**config.mk**
```make
export PLATFORM = sky130hd
export DESIGN_NAME = stf_window
export DESIGN_NICKNAME = d
export VERILOG_FILES = /design/src/design/stencil_3x3_weighted_filter_defines.svh /design/src/design/stf_pkg.sv /design/src/design/stf_cell.sv /design/src/design/stf_window.sv
export SDC_FILE = /design/constraint.sdc
export NUM_CORES = 1
export LEC_CHECK = 0
export BUFFER_PORTS_ARGS = -buffer_cell sky130_fd_sc_hd__buf_2
export CAP_MARGIN = 10
export CORE_MARGIN = 5
export CORE_UTILIZATION = 43
export DETAILED_ROUTE_END_ITERATION = 16
export PLACE_DENSITY = 0.61
export SLEW_MARGIN = 0
export SYNTH_ARGS = -nofsm -noshare
export SYNTH_HDL_FRONTEND = slang
export SYNTH_SLANG_ARGS = --single-unit
```
**constraint.sdc**
```tcl
create_clock -name i_clk -period 6.8 [get_ports i_clk]
set_input_delay 1.36 -clock i_clk [delete_from_list [all_inputs] [get_ports i_clk]]
set_output_delay 1.36 -clock i_clk [all_outputs]
set_load 0.01 [all_outputs]
```
**src/design/stencil_3x3_weighted_filter_defines.svh**
```systemverilog
// ---------------------------------------------------------------------------
// Stencil filter assertion macros
// Shared concurrent assertion wrappers, compiled out when ASSERT_OFF is set.
// ---------------------------------------------------------------------------
`ifndef STENCIL_3X3_WEIGHTED_FILTER_DEFINES_SVH
`define STENCIL_3X3_WEIGHTED_FILTER_DEFINES_SVH

`ifndef ASSERT_OFF
// Checked only while the block is out of reset.
`define STF_ASSERT(lbl, prop, msg) \
    lbl: assert property (@(posedge i_clk) disable iff (!i_rst_n) prop) else $error(msg);
// Checked at every clock edge, reset included.
`define STF_ASSERT_ALWAYS(lbl, prop, msg) \
    lbl: assert property (@(posedge i_clk) prop) else $error(msg);
`else
`define STF_ASSERT(lbl, prop, msg)
`define STF_ASSERT_ALWAYS(lbl, prop, msg)
`endif

`endif

```
**src/design/stf_pkg.sv**
```systemverilog
// ---------------------------------------------------------------------------
// Stencil filter package
// Sizes, register indexes, shared types and the register clamp function.
// ---------------------------------------------------------------------------
package stf_pkg;

    // Longest supported image row; sets the depth of the line memory.
    localparam int MAX_WIDTH    = 512;
    localparam int HEIGHT_LIMIT = 512;
    localparam int MIN_SIZE     = 3;

    localparam int PIX_W   = 8;
    localparam int CFG_W   = 10;
    localparam int VALUE_W = 13;
    localparam int ADDR_W  = $clog2(MAX_WIDTH);
    localparam int CNT_W   = (ADDR_W > CFG_W) ? ADDR_W : CFG_W;
    localparam int LINE_W  = 2 * PIX_W;

    // Configuration register indexes.
    localparam logic REG_IMAGE_WIDTH  = 1'b0;
    localparam logic REG_IMAGE_HEIGHT = 1'b1;

    // Input command codes.
    localparam logic CMD_PIXEL = 1'b0;
    localparam logic CMD_FLUSH = 1'b1;

    typedef logic [PIX_W-1:0] t_pixel;

    // Control for the window cells: shift in a new column, or clear all.
    typedef struct packed {
        logic shift;
        logic clear;
    } t_win_ctrl;

    // Clamp a written value into [MIN_SIZE, hi].
    function automatic logic [CFG_W-1:0] clamp_size(input logic [CFG_W-1:0] v,
                                                    input logic [CNT_W:0] hi);
        logic [CNT_W:0] ext;
        ext = (CNT_W+1)'(v);
        if (ext < (CNT_W+1)'(MIN_SIZE)) begin
            return CFG_W'(MIN_SIZE);
        end else if (ext > hi) begin
            return CFG_W'(hi);
        end
        return v;
    endfunction

    localparam logic [CFG_W-1:0] WIDTH_RESET  =
        CFG_W'((MAX_WIDTH < 512) ? MAX_WIDTH : 512);
    localparam logic [CFG_W-1:0] HEIGHT_RESET = CFG_W'(512);

endpackage

```
**src/design/stf_cell.sv**
```systemverilog
// ---------------------------------------------------------------------------
// Stencil filter window cell
// One pixel of the 3x3 window; loads its neighbor on every shift.
// ---------------------------------------------------------------------------
module stf_cell (
    input  logic               i_clk,
    input  logic               i_rst_n,
    input  stf_pkg::t_win_ctrl i_ctrl,
    input  stf_pkg::t_pixel    i_d,
    output stf_pkg::t_pixel    o_q
);
    import stf_pkg::*;

    t_pixel r_q;

    // Clear on reset or frame restart, otherwise take the neighbor on shift.
    always_ff @(posedge i_clk) begin
        if (!i_rst_n || i_ctrl.clear) begin
            r_q <= '0;
        end else if (i_ctrl.shift) begin
            r_q <= i_d;
        end
    end

    assign o_q = r_q;

endmodule

```
**src/design/stf_window.sv**
```systemverilog
// ---------------------------------------------------------------------------
// Stencil filter window
// Three rows of three cells plus the weighted sum in half units.
// ---------------------------------------------------------------------------
module stf_window (
    input  logic                        i_clk,
    input  logic                        i_rst_n,
    input  stf_pkg::t_win_ctrl          i_ctrl,
    input  stf_pkg::t_pixel             i_top,
    input  stf_pkg::t_pixel             i_mid,
    input  stf_pkg::t_pixel             i_new,
    input  logic                        i_border,
    output logic [stf_pkg::VALUE_W-1:0] o_value
);
    import stf_pkg::*;

    t_pixel w_q   [3][3];
    t_pixel w_src [3];

    logic [PIX_W+2:0]   w_ring;
    logic [PIX_W+3:0]   w_centre10;
    logic [VALUE_W-1:0] w_sum;

    assign w_src[0] = i_top;
    assign w_src[1] = i_mid;
    assign w_src[2] = i_new;

    // Each row is a chain: the new column enters at the right end and
    // moves one cell to the left per shift.
    for (genvar r = 0; r < 3; r++) begin : g_row
        for (genvar k = 0; k < 3; k++) begin : g_col
            if (k == 2) begin : g_head
                stf_cell u_cell (
                    .i_clk   (i_clk),
                    .i_rst_n (i_rst_n),
                    .i_ctrl  (i_ctrl),
                    .i_d     (w_src[r]),
                    .o_q     (w_q[r][k])
                );
            end else begin : g_link
                stf_cell u_cell (
                    .i_clk   (i_clk),
                    .i_rst_n (i_rst_n),
                    .i_ctrl  (i_ctrl),
                    .i_d     (w_q[r][k+1]),
                    .o_q     (w_q[r][k])
                );
            end
        end
    end

    // Eight neighbors at weight one plus ten times the centre, in half units.
    always_comb begin
        w_ring = (PIX_W+3)'(w_q[0][0]) + (PIX_W+3)'(w_q[0][1])
               + (PIX_W+3)'(w_q[0][2]) + (PIX_W+3)'(w_q[1][0])
               + (PIX_W+3)'(w_q[1][2]) + (PIX_W+3)'(w_q[2][0])
               + (PIX_W+3)'(w_q[2][1]) + (PIX_W+3)'(w_q[2][2]);
        w_centre10 = ((PIX_W+4)'(w_q[1][1]) << 3) + ((PIX_W+4)'(w_q[1][1]) << 1);
        w_sum = VALUE_W'(w_ring) + VALUE_W'(w_centre10);
    end

    // Border pixels pass through, doubled into half units.
    assign o_value = i_border ? (VALUE_W'(w_q[1][1]) << 1) : w_sum;

endmodule

```
==> run summary, run 1 <==
Avg Cell Area, Syn -> 10.5 sq um
post-route ant nets -> 0
Non-Filler Instances -> 618
Clock Path Buffers -> 2
routed length per instance -> 13.8 um
cells taking the most area after synthesis -> dfxtp_1 31%, fa_1 26%, mux2i_1 16%
initial antenna violation count -> 0
setup tns final -> 0 ps
post_cts resized -> 0
area leader, netlist -> dfxtp_1
WP data arrival -> 5110 ps
Tcrit/Tclk final -> 0.952
DRC Markers -> 0
met2 usage -> 0.266
vias -> 2,981
startpoint types -> flop
f_max -> 0.154 GHz
leakage -> 2.59 nW
Via density -> 4.82
root buf cell -> clkbuf_8
ANT cells -> 0
# rows -> 37
most frequent cells in the layout -> 74 x nor2_1, 73 x mux2i_1, 72 x dfxtp_1
DIE HEIGHT -> 114 um
clock-pin slew on the worst setup and hold paths -> 80 ps
register area share after synthesis -> 0.311
Iteration-0 DRC Markers -> 133
pin count of the biggest net entering global routing -> 73
RSZ-0062 raised after global routing -> false
Yosys warnings -> 0
share of layout cells above drive strength 1 -> 0.129
setup violators final -> 0
clk_skew -> 8.97 ps
Required @ worst endpoint -> 5440 ps
post-synth top area share -> 0.311
postcts setup bufs -> 0
Most Crowded Layer GR -> met2
crit path max fanout -> 6
first-pass GRT wire length -> 15,300 um
GR Util met1 -> 0.181
Slew Limit Fails -> 0
GR Util met3 -> 0.0313
Post-Synthesis Cells -> 441
class of the worst hold path -> reg2reg
max-cap violation count -> 0
Hold-fix buffers, CTS -> 0
vias in the first global route -> 3,240
pwr dens -> 184 mW/mm^2
Hold Vio Cnt, Final -> 0
core area -> 0.0104 sq mm
placer congestion estimate -> 0.777
dpl hpwl -> 6340 um
placed insts -> 602
CTS tree -> done
die area -> 0.0129 sq mm
H-tree Lvls -> 3
Peak VDD IR -> 0.000125 V
leading cell type in the layout, fill and taps excluded -> nor2_1
PortBufs -> 41
grt total ovfl -> 0
Initial Utilization -> 0.444
Worst setup EP type -> primary output
I/O pin cnt -> 42
RR Startpoint -> g_row[1].g_col[1].g_link.u_cell.o_q[3]$_SDFFE_PP0P_
clock sinks -> 72
hold wc startpoint -> g_row[0].g_col[0].g_link.u_cell.o_q[3]$_SDFFE_PP0P_
Die Width -> 114 um
Worst-Margin Slew -> 908 ps
Num CTS Buffers -> 9
Worst setup startpoint -> g_row[1].g_col[1].g_link.u_cell.o_q[4]$_SDFFE_PP0P_
Mapped Area -> 0.00463 sq mm
min Tclk post-route -> 6470 ps
crit path kind -> reg2out
Worst-Skew Late Latency -> 350 ps
status -> finished clean
Synth Register Bits -> 72
routed wire length -> 8500 um
syn nets -> 555
first drt pass iteration count -> 4
Yosys cell types -> 31
max_slew headroom -> 0.395
Layout area overhead -> 12.1%
Total Routing Usage GR -> 0.150
Net count, final -> 591
-- worst max-delay path, stage by stage (launching register included) --
cell and delay, ps:
dfxtp_1 450, fa_1 490, fa_1 550, inv_1 50, fa_1 520, inv_1 50, fa_1 530, inv_1 60
fa_1 530, inv_1 40, ha_1 380, nand4_1 120, and3_4 190, o21ai_2 80, or4b_1 460, o211ai_1 100
buf_2 150
-- sequential cells by signal, summed over array words and instances, names as in the netlist --
signal,cells
g_row.g_col.g_head.u_cell.o_q,24
g_row.g_col.g_link.u_cell.o_q,48
-- cells by family after synthesis --
logic type               after synthesis  share of synthesized area
flip-flops                            72                      0.311
multiplexers                          76                      0.165
adder cells (fa/ha/maj)               85                      0.327
XOR/XNOR                               6                     0.0114
AND/OR/NAND/NOR                       99                     0.0903
AO/OA/AOI/OAI                         17                     0.0232
buffers and inverters                 86                     0.0716
-- power by group --
group | leakage (nW) | internal [mW] | switching [mW]
Sequential | 0.582 | 0.427 | 0.00608
Clock | 0.117 | 0.246 | 0.174
Combinational | 1.89 | 0.0458 | 0.0579
Total | 2.59 | 0.719 | 0.238
-- final timing paths --
path / end / slack (ps) / depth (start not counted)
hold / removal: g_row[0].g_col[0].g_link.u_cell.o_q[3]$_SDFFE_PP0P_ / 500 / 2
hold reg to reg: g_row[0].g_col[0].g_link.u_cell.o_q[3]$_SDFFE_PP0P_ / 500 / 2
setup / recovery: o_value[12] / 330 / 16
setup reg to reg: g_row[1].g_col[0].g_link.u_cell.o_q[3]$_SDFFE_PP0P_ / 6020 / 2
-- metrics by stage --
stage	area, sq um	worst slack, ps	power (mW)	hold slack, ps	util
after floorplan	4630	1010	0.518	460	-
after CTS	5190	305	0.968	508	0.498
after global routing	5190	87.1	1.00	549	0.498
after global placement	4950	806	0.545	475	0.475
final	5190	326	0.957	504	0.498
after detailed placement	4950	695	0.549	488	0.475
-- layer usage --
metal | up-vias | part of all wire
li1 | 1467 | -
met1 | 1463 | 0.44
met2 | 38 | 0.52
met3 | 13 | 0.030
met4 | 0 | 0.017
met5 | - | 0
-- final cells by class --
cell class / instances / area, sq um
clock buffer: 10 / 128
sequential: 72 / 1440
fill: 1002 / 5230
inverter: 68 / 255
timing repair buffer: 43 / 223
clock inverter: 6 / 115
multi-input combinational: 283 / 2860
tap: 136 / 170
-- synth_stat cells --
cell,instances
nand4_1,2
a21oi_2,1
nand3_1,2
nor2b_1,3
dfxtp_1,72
buf_2,7
nand2b_1,3
nand2_1,8
nor2_1,74
o21ai_2,1
and3_1,1
o21ai_0,1
fa_1,60
nand3b_1,1
xor2_1,2
xnor2_1,4
o2111ai_1,1
nor3_1,3
ha_1,25
a31oi_1,1
a21oi_1,3
or4b_1,1
o21bai_1,1
o211ai_1,1
mux2_1,3
and3_4,1
o21ai_1,5
a21o_1,2
mux2i_1,73
inv_1,68
clkbuf_1,11
Note: power is estimated with default switching activity, not from simulation.
==> run 2: changes to the inputs <==
--- a/config.mk
+++ b/config.mk
@@ -11,6 +11,7 @@
 export CORE_UTILIZATION = 43
 export DETAILED_ROUTE_END_ITERATION = 16
 export PLACE_DENSITY = 0.61
+export REMOVE_ABC_BUFFERS = 1
 export SLEW_MARGIN = 0
 export SYNTH_ARGS = -nofsm -noshare
 export SYNTH_HDL_FRONTEND = slang
==> run 2 against run 1 <==
Against the previous run:
- final area rose by 0.22%
- routed wire length is 4.5% lower
- non-clock buffer count unchanged
- register-to-register slack lost 20 ps
- critical path depth is the same
- largest power group unchanged
==> run summary, run 2 (synthesis results as in run 1) <==
Worst-Skew Late Latency -> 340 ps (about the same)
setup violators final -> 0 (unchanged)
delay-heaviest family, CP -> adder cells
status -> finished clean
routed wire length -> 8120 um (-4.5%)
ANT cells -> 0 (unchanged)
Tcrit/Tclk final -> 0.949 (-0.00302)
Clock Path Buffers -> 2 (unchanged)
setup tns final -> 0 ps (unchanged)
Via density -> 4.73 (-1.9%)
max-cap violation count -> 0 (unchanged)
clock sinks -> 72 (unchanged)
most used cell, CP -> fa_1
Peak VDD IR -> 0.000110 V (-12%)
die area -> 0.0129 sq mm (unchanged)
Num CTS Buffers -> 9 (unchanged)
vias -> 2,924 (-1.9%)
Worst-Margin Slew -> 839 ps (-68.4 ps)
Slew Limit Fails -> 0 (unchanged)
placer congestion estimate -> 0.776 (-0.14%)
Layout area overhead -> 12.4%
vias in the first global route -> 3,356 (+3.6%)
first-pass GRT wire length -> 15,100 um (-1.2%)
Required @ worst endpoint -> 5440 ps (about the same)
Total Routing Usage GR -> 0.145 (-0.00469)
core area -> 0.0104 sq mm (unchanged)
H-tree Lvls -> 3 (unchanged)
DP Area -> 0.00495 sq mm (unchanged)
Worst setup EP type -> primary output
post_cts resized -> 0 (unchanged)
most frequent cells in the layout -> 74 x nor2_1, 73 x mux2i_1, 72 x dfxtp_1
post-route ant nets -> 0 (unchanged)
DRC Markers -> 0 (unchanged)
Hold-fix buffers, CTS -> 0 (unchanged)
max_slew headroom -> 0.441 (+0.0456)
DIE HEIGHT -> 114 um (unchanged)
pwr dens -> 184 mW/mm^2 (about the same)
CP peak stage delay -> 540 ps (about the same)
Worst setup startpoint -> g_row[1].g_col[1].g_link.u_cell.o_q[4]$_SDFFE_PP0P_
hold slack -> 494 ps (-10.9 ps)
RR Startpoint -> g_row[1].g_col[1].g_link.u_cell.o_q[3]$_SDFFE_PP0P_
Die Width -> 114 um (unchanged)
startpoint types -> flop
PortBufs -> 41 (unchanged)
Iteration-0 DRC Markers -> 64 (-52%)
I/O pin cnt -> 42 (unchanged)
f_max -> 0.155 GHz (+0.32%)
routed length per instance -> 13.1 um (-4.5%)
Hold Vio Cnt, Final -> 0 (unchanged)
grt total ovfl -> 0 (unchanged)
max FFs per register -> 48 (unchanged)
# rows -> 37 (unchanged)
worst path cell trace -> fa_1 -> fa_1 -> inv_1 -> fa_1 -> inv_1 -> fa_1 -> inv_1 -> fa_1 -> inv_1 -> ha_1 -> nand4_1 -> and3_4 -> o21ai_2 -> or4b_1 -> o211ai_1 -> buf_2
share of layout cells above drive strength 1 -> 0.129 (unchanged)
Post-Layout Inst Area -> 0.00520 sq mm (+0.22%)
initial antenna violation count -> 0 (unchanged)
Fillers -> 969 (-3.3%)
min Tclk post-route -> 6450 ps (-20.6 ps)
Bufs and invs on worst path -> 5 (unchanged)
dpl hpwl -> 6240 um (-1.6%)
class of the worst hold path -> reg2reg
hold wc startpoint -> g_row[2].g_col[0].g_link.u_cell.o_q[0]$_SDFFE_PP0P_
postcts setup bufs -> 0 (unchanged)
crit path max fanout -> 6 (unchanged)
leakage -> 2.60 nW (+0.39%)
WP data arrival -> 5090 ps (-20 ps)
Net count, final -> 591 (unchanged)
leading cell type in the layout, fill and taps excluded -> nor2_1
Slowest-stage cell, CP -> fa_1
root buf cell -> clkbuf_8
Final Util -> 0.499 (+0.00108)
clock-pin slew on the worst setup and hold paths -> 70 ps (about the same)
Initial Utilization -> 0.444 (unchanged)
pin count of the biggest net entering global routing -> 73 (unchanged)
RSZ-0062 raised after global routing -> false
first drt pass iteration count -> 4 (unchanged)
CTS tree -> done
crit path kind -> reg2out
clk_skew -> 6.79 ps (-2.18 ps)
-- run 2: cell types whose count changed in the layout (fill, tap and decap cells not counted) --
cell,before,now
clkinv_4,1,0
clkbuf_8,9,11
clkinvlp_4,1,0
-- run 2: cell type report --
cell class / instances / area [sq um] / area share
Multi-Input combinational cell: 283 / 2860 / 0.550
Sequential cell: 72 / 1440 / 0.277
Inverter: 68 / 255 / 0.0491
Timing Repair Buffer: 43 / 223 / 0.0428
Tap cell: 136 / 170 / 0.0327
Clock buffer: 12 / 155 / 0.0298
Clock inverter: 4 / 98.8 / 0.0190
-- run 2: final timing paths --
kind | cells after the start | end | slack (ps)
worst max-delay path | 16 | o_value[12] | 350
worst min-delay path | 2 | g_row[2].g_col[0].g_link.u_cell.o_q[0]$_SDFFE_PP0P_ | 490
worst max register to register | 2 | g_row[1].g_col[0].g_link.u_cell.o_q[3]$_SDFFE_PP0P_ | 6000
worst min register to register | 2 | g_row[2].g_col[0].g_link.u_cell.o_q[0]$_SDFFE_PP0P_ | 490
-- run 2: per-stage QoR --
step	worst slack, ps	power (mW)	cells
global placement	817	0.545	602
floorplan	1010	0.506	423
global route	81.0	1.01	618
CTS	325	0.978	618
detailed placement	706	0.548	602
finish	346	0.958	618
-- run 2: per-layer routing --
layer,GRT usage,vias up,share of wire
met3,0.0382,13,0.042
met5,0,-,0
li1,-,1460,-
met2,0.258,45,0.51
met1,0.172,1406,0.43
met4,0.0417,0,0.015
-- run 2: power by group --
part	internal [mW]	switching (mW)	leakage, nW
sequential	0.427	0.00608	0.582
clock	0.265	0.157	0.127
combinational	0.0451	0.0574	1.89
total	0.738	0.220	2.60
-- run 2: worst register-to-register path, cell delays in order, from the launching register on --
cell	delay [ps]
dfxtp_1	500
mux2i_1	120
nor2_1	110
==> run 3: changes to the inputs <==
==> constraint.sdc (replaced) <==
create_clock -name i_clk -period 6.8 [get_ports i_clk]
set_input_delay 1.02 -clock i_clk [delete_from_list [all_inputs] [get_ports i_clk]]
set_output_delay 1.02 -clock i_clk [all_outputs]
set_load 0.01 [all_outputs]
==> run 3 against run 2 <==
Against the previous run:
- critical path depth is the same
- clock-buffer cell count shrank 1
- register-to-register slack is essentially flat
- setup slack gained 340 ps
- cell count is the same
- final area shrank 0.36%
- total power shrank 1.4%
- sequential cell count is the same
- largest power group unchanged
==> run summary, run 3 (synthesis results as in run 1) <==
core area -> 0.0104 sq mm (unchanged)
setup tns final -> 0 ps (unchanged)
most frequent cells in the layout -> 74 x nor2_1, 73 x mux2i_1, 72 x dfxtp_1
postcts setup bufs -> 0 (unchanged)
post-route ant nets -> 0 (unchanged)
class of the worst hold path -> reg2reg
Net count, final -> 591 (unchanged)
WP data arrival -> 5100 ps (about the same)
clk_skew -> 7.93 ps (+1.15 ps)
Num CTS Buffers -> 9 (unchanged)
post_cts resized -> 0 (unchanged)
clock sinks -> 72 (unchanged)
Worst-Margin Slew -> 855 ps (+15.6 ps)
share of layout cells above drive strength 1 -> 0.127 (-0.00207)
Slew Limit Fails -> 0 (unchanged)
max_slew headroom -> 0.430 (-0.0104)
vias in the first global route -> 3,278 (-2.3%)
Worst setup EP type -> primary output
# rows -> 37 (unchanged)
pwr dens -> 182 mW/mm^2 (-1.0%)
max-cap violation count -> 0 (unchanged)
Worst-Skew Late Latency -> 340 ps (about the same)
setup violators final -> 0 (unchanged)
Clock Path Buffers -> 2 (unchanged)
Layout area overhead -> 12.0%
first-pass GRT wire length -> 15,200 um (+0.23%)
vias -> 2,920 (-0.14%)
placer congestion estimate -> 0.776 (unchanged)
DIE HEIGHT -> 114 um (unchanged)
Total Routing Usage GR -> 0.146 (+0.00162)
die area -> 0.0129 sq mm (unchanged)
Iteration-0 DRC Markers -> 82 (+28%)
crit path kind -> reg2out
root buf cell -> clkbuf_8
min Tclk post-route -> 6120 ps (-338 ps)
grt total ovfl -> 0 (unchanged)
Required @ worst endpoint -> 5780 ps (+340 ps)
initial antenna violation count -> 0 (unchanged)
status -> finished clean
Via density -> 4.72 (-0.14%)
crit path max fanout -> 6 (unchanged)
leading cell type in the layout, fill and taps excluded -> nor2_1
Final Util -> 0.498 (-0.00180)
DRC Markers -> 0 (unchanged)
Hold-fix buffers, CTS -> 0 (unchanged)
pin count of the biggest net entering global routing -> 73 (unchanged)
CTS tree -> done
H-tree Lvls -> 3 (unchanged)
Hold Vio Cnt, Final -> 0 (unchanged)
ANT cells -> 0 (unchanged)
dpl hpwl -> 6240 um (about the same)
hold slack -> 496 ps (+2.24 ps)
routed length per instance -> 13.4 um (+1.8%)
startpoint types -> flop
PortBufs -> 41 (unchanged)
Die Width -> 114 um (unchanged)
leakage -> 2.59 nW (-0.36%)
DP Area -> 0.00495 sq mm (unchanged)
RSZ-0062 raised after global routing -> false
I/O pin cnt -> 42 (unchanged)
routed wire length -> 8270 um (+1.8%)
Post-Layout Inst Area -> 0.00518 sq mm (-0.36%)
f_max -> 0.164 GHz (+5.5%)
Peak VDD IR -> 0.000105 V (-4.8%)
first drt pass iteration count -> 4 (unchanged)
Tcrit/Tclk final -> 0.899 (-0.0497)
Initial Utilization -> 0.444 (unchanged)
max FFs per register -> 48 (unchanged)
clock-pin slew on the worst setup and hold paths -> 80 ps (about the same)
-- run 3: cell types whose count changed in the layout (fill, tap and decap cells not counted) --
cell      delta
clkinv_2     +1
clkbuf_1     +1
clkbuf_8     -2
-- run 3: worst paths after layout --
check / from / endpoint / slack, ps / cells after the start
hold reg to reg: g_row[1].g_col[0].g_link.u_cell.o_q[0]$_SDFFE_PP0P_ / g_row[1].g_col[0].g_link.u_cell.o_q[0]$_SDFFE_PP0P_ / 500 / 2
setup / recovery: g_row[1].g_col[1].g_link.u_cell.o_q[4]$_SDFFE_PP0P_ / o_value[12] / 680 / 16
setup reg to reg: g_row[1].g_col[1].g_link.u_cell.o_q[7]$_SDFFE_PP0P_ / g_row[1].g_col[1].g_link.u_cell.o_q[7]$_SDFFE_PP0P_ / 6000 / 2
hold / removal: g_row[1].g_col[0].g_link.u_cell.o_q[0]$_SDFFE_PP0P_ / g_row[1].g_col[0].g_link.u_cell.o_q[0]$_SDFFE_PP0P_ / 500 / 2
-- run 3: layout make-up --
class,count,area (sq um)
Clock buffer,11,131
Clock inverter,5,104
Fill cell,991,5230
Inverter,68,255
Multi-Input combinational cell,283,2860
Sequential cell,72,1440
Tap cell,136,170
Timing Repair Buffer,43,223
-- run 3: routing by layer --
layer / GRT usage / up-vias / part of all wire
met5: 0 / - / 0
li1: - / 1459 / -
met3: 0.0408 / 13 / 0.043
met2: 0.256 / 44 / 0.51
met4: 0.0377 / 0 / 0.013
met1: 0.178 / 1404 / 0.44
-- run 3: worst max-delay path: stages (launching register included) --
cell,delay (ps)
dfxtp_1,440
fa_1,480
fa_1,540
inv_1,50
fa_1,530
inv_1,50
fa_1,530
inv_1,60
fa_1,520
inv_1,40
ha_1,380
nand4_1,130
and3_4,200
o21ai_2,80
or4b_1,450
o211ai_1,110
buf_2,160
-- run 3: through the flow --
step / setup slack (ps) / std cells / power (mW)
6_report: 684 / 618 / 0.945
5_1_grt: 406 / 618 / 0.996
4_1_cts: 662 / 618 / 0.960
3_5_place_dp: 1050 / 602 / 0.548
3_3_place_gp: 1160 / 602 / 0.545
2_1_floorplan: 1350 / 423 / 0.506
-- run 3: power by group --
part / switching, mW / internal [mW]
logic: 0.0578 / 0.0452
registers: 0.00602 / 0.427
clock network: 0.164 / 0.245
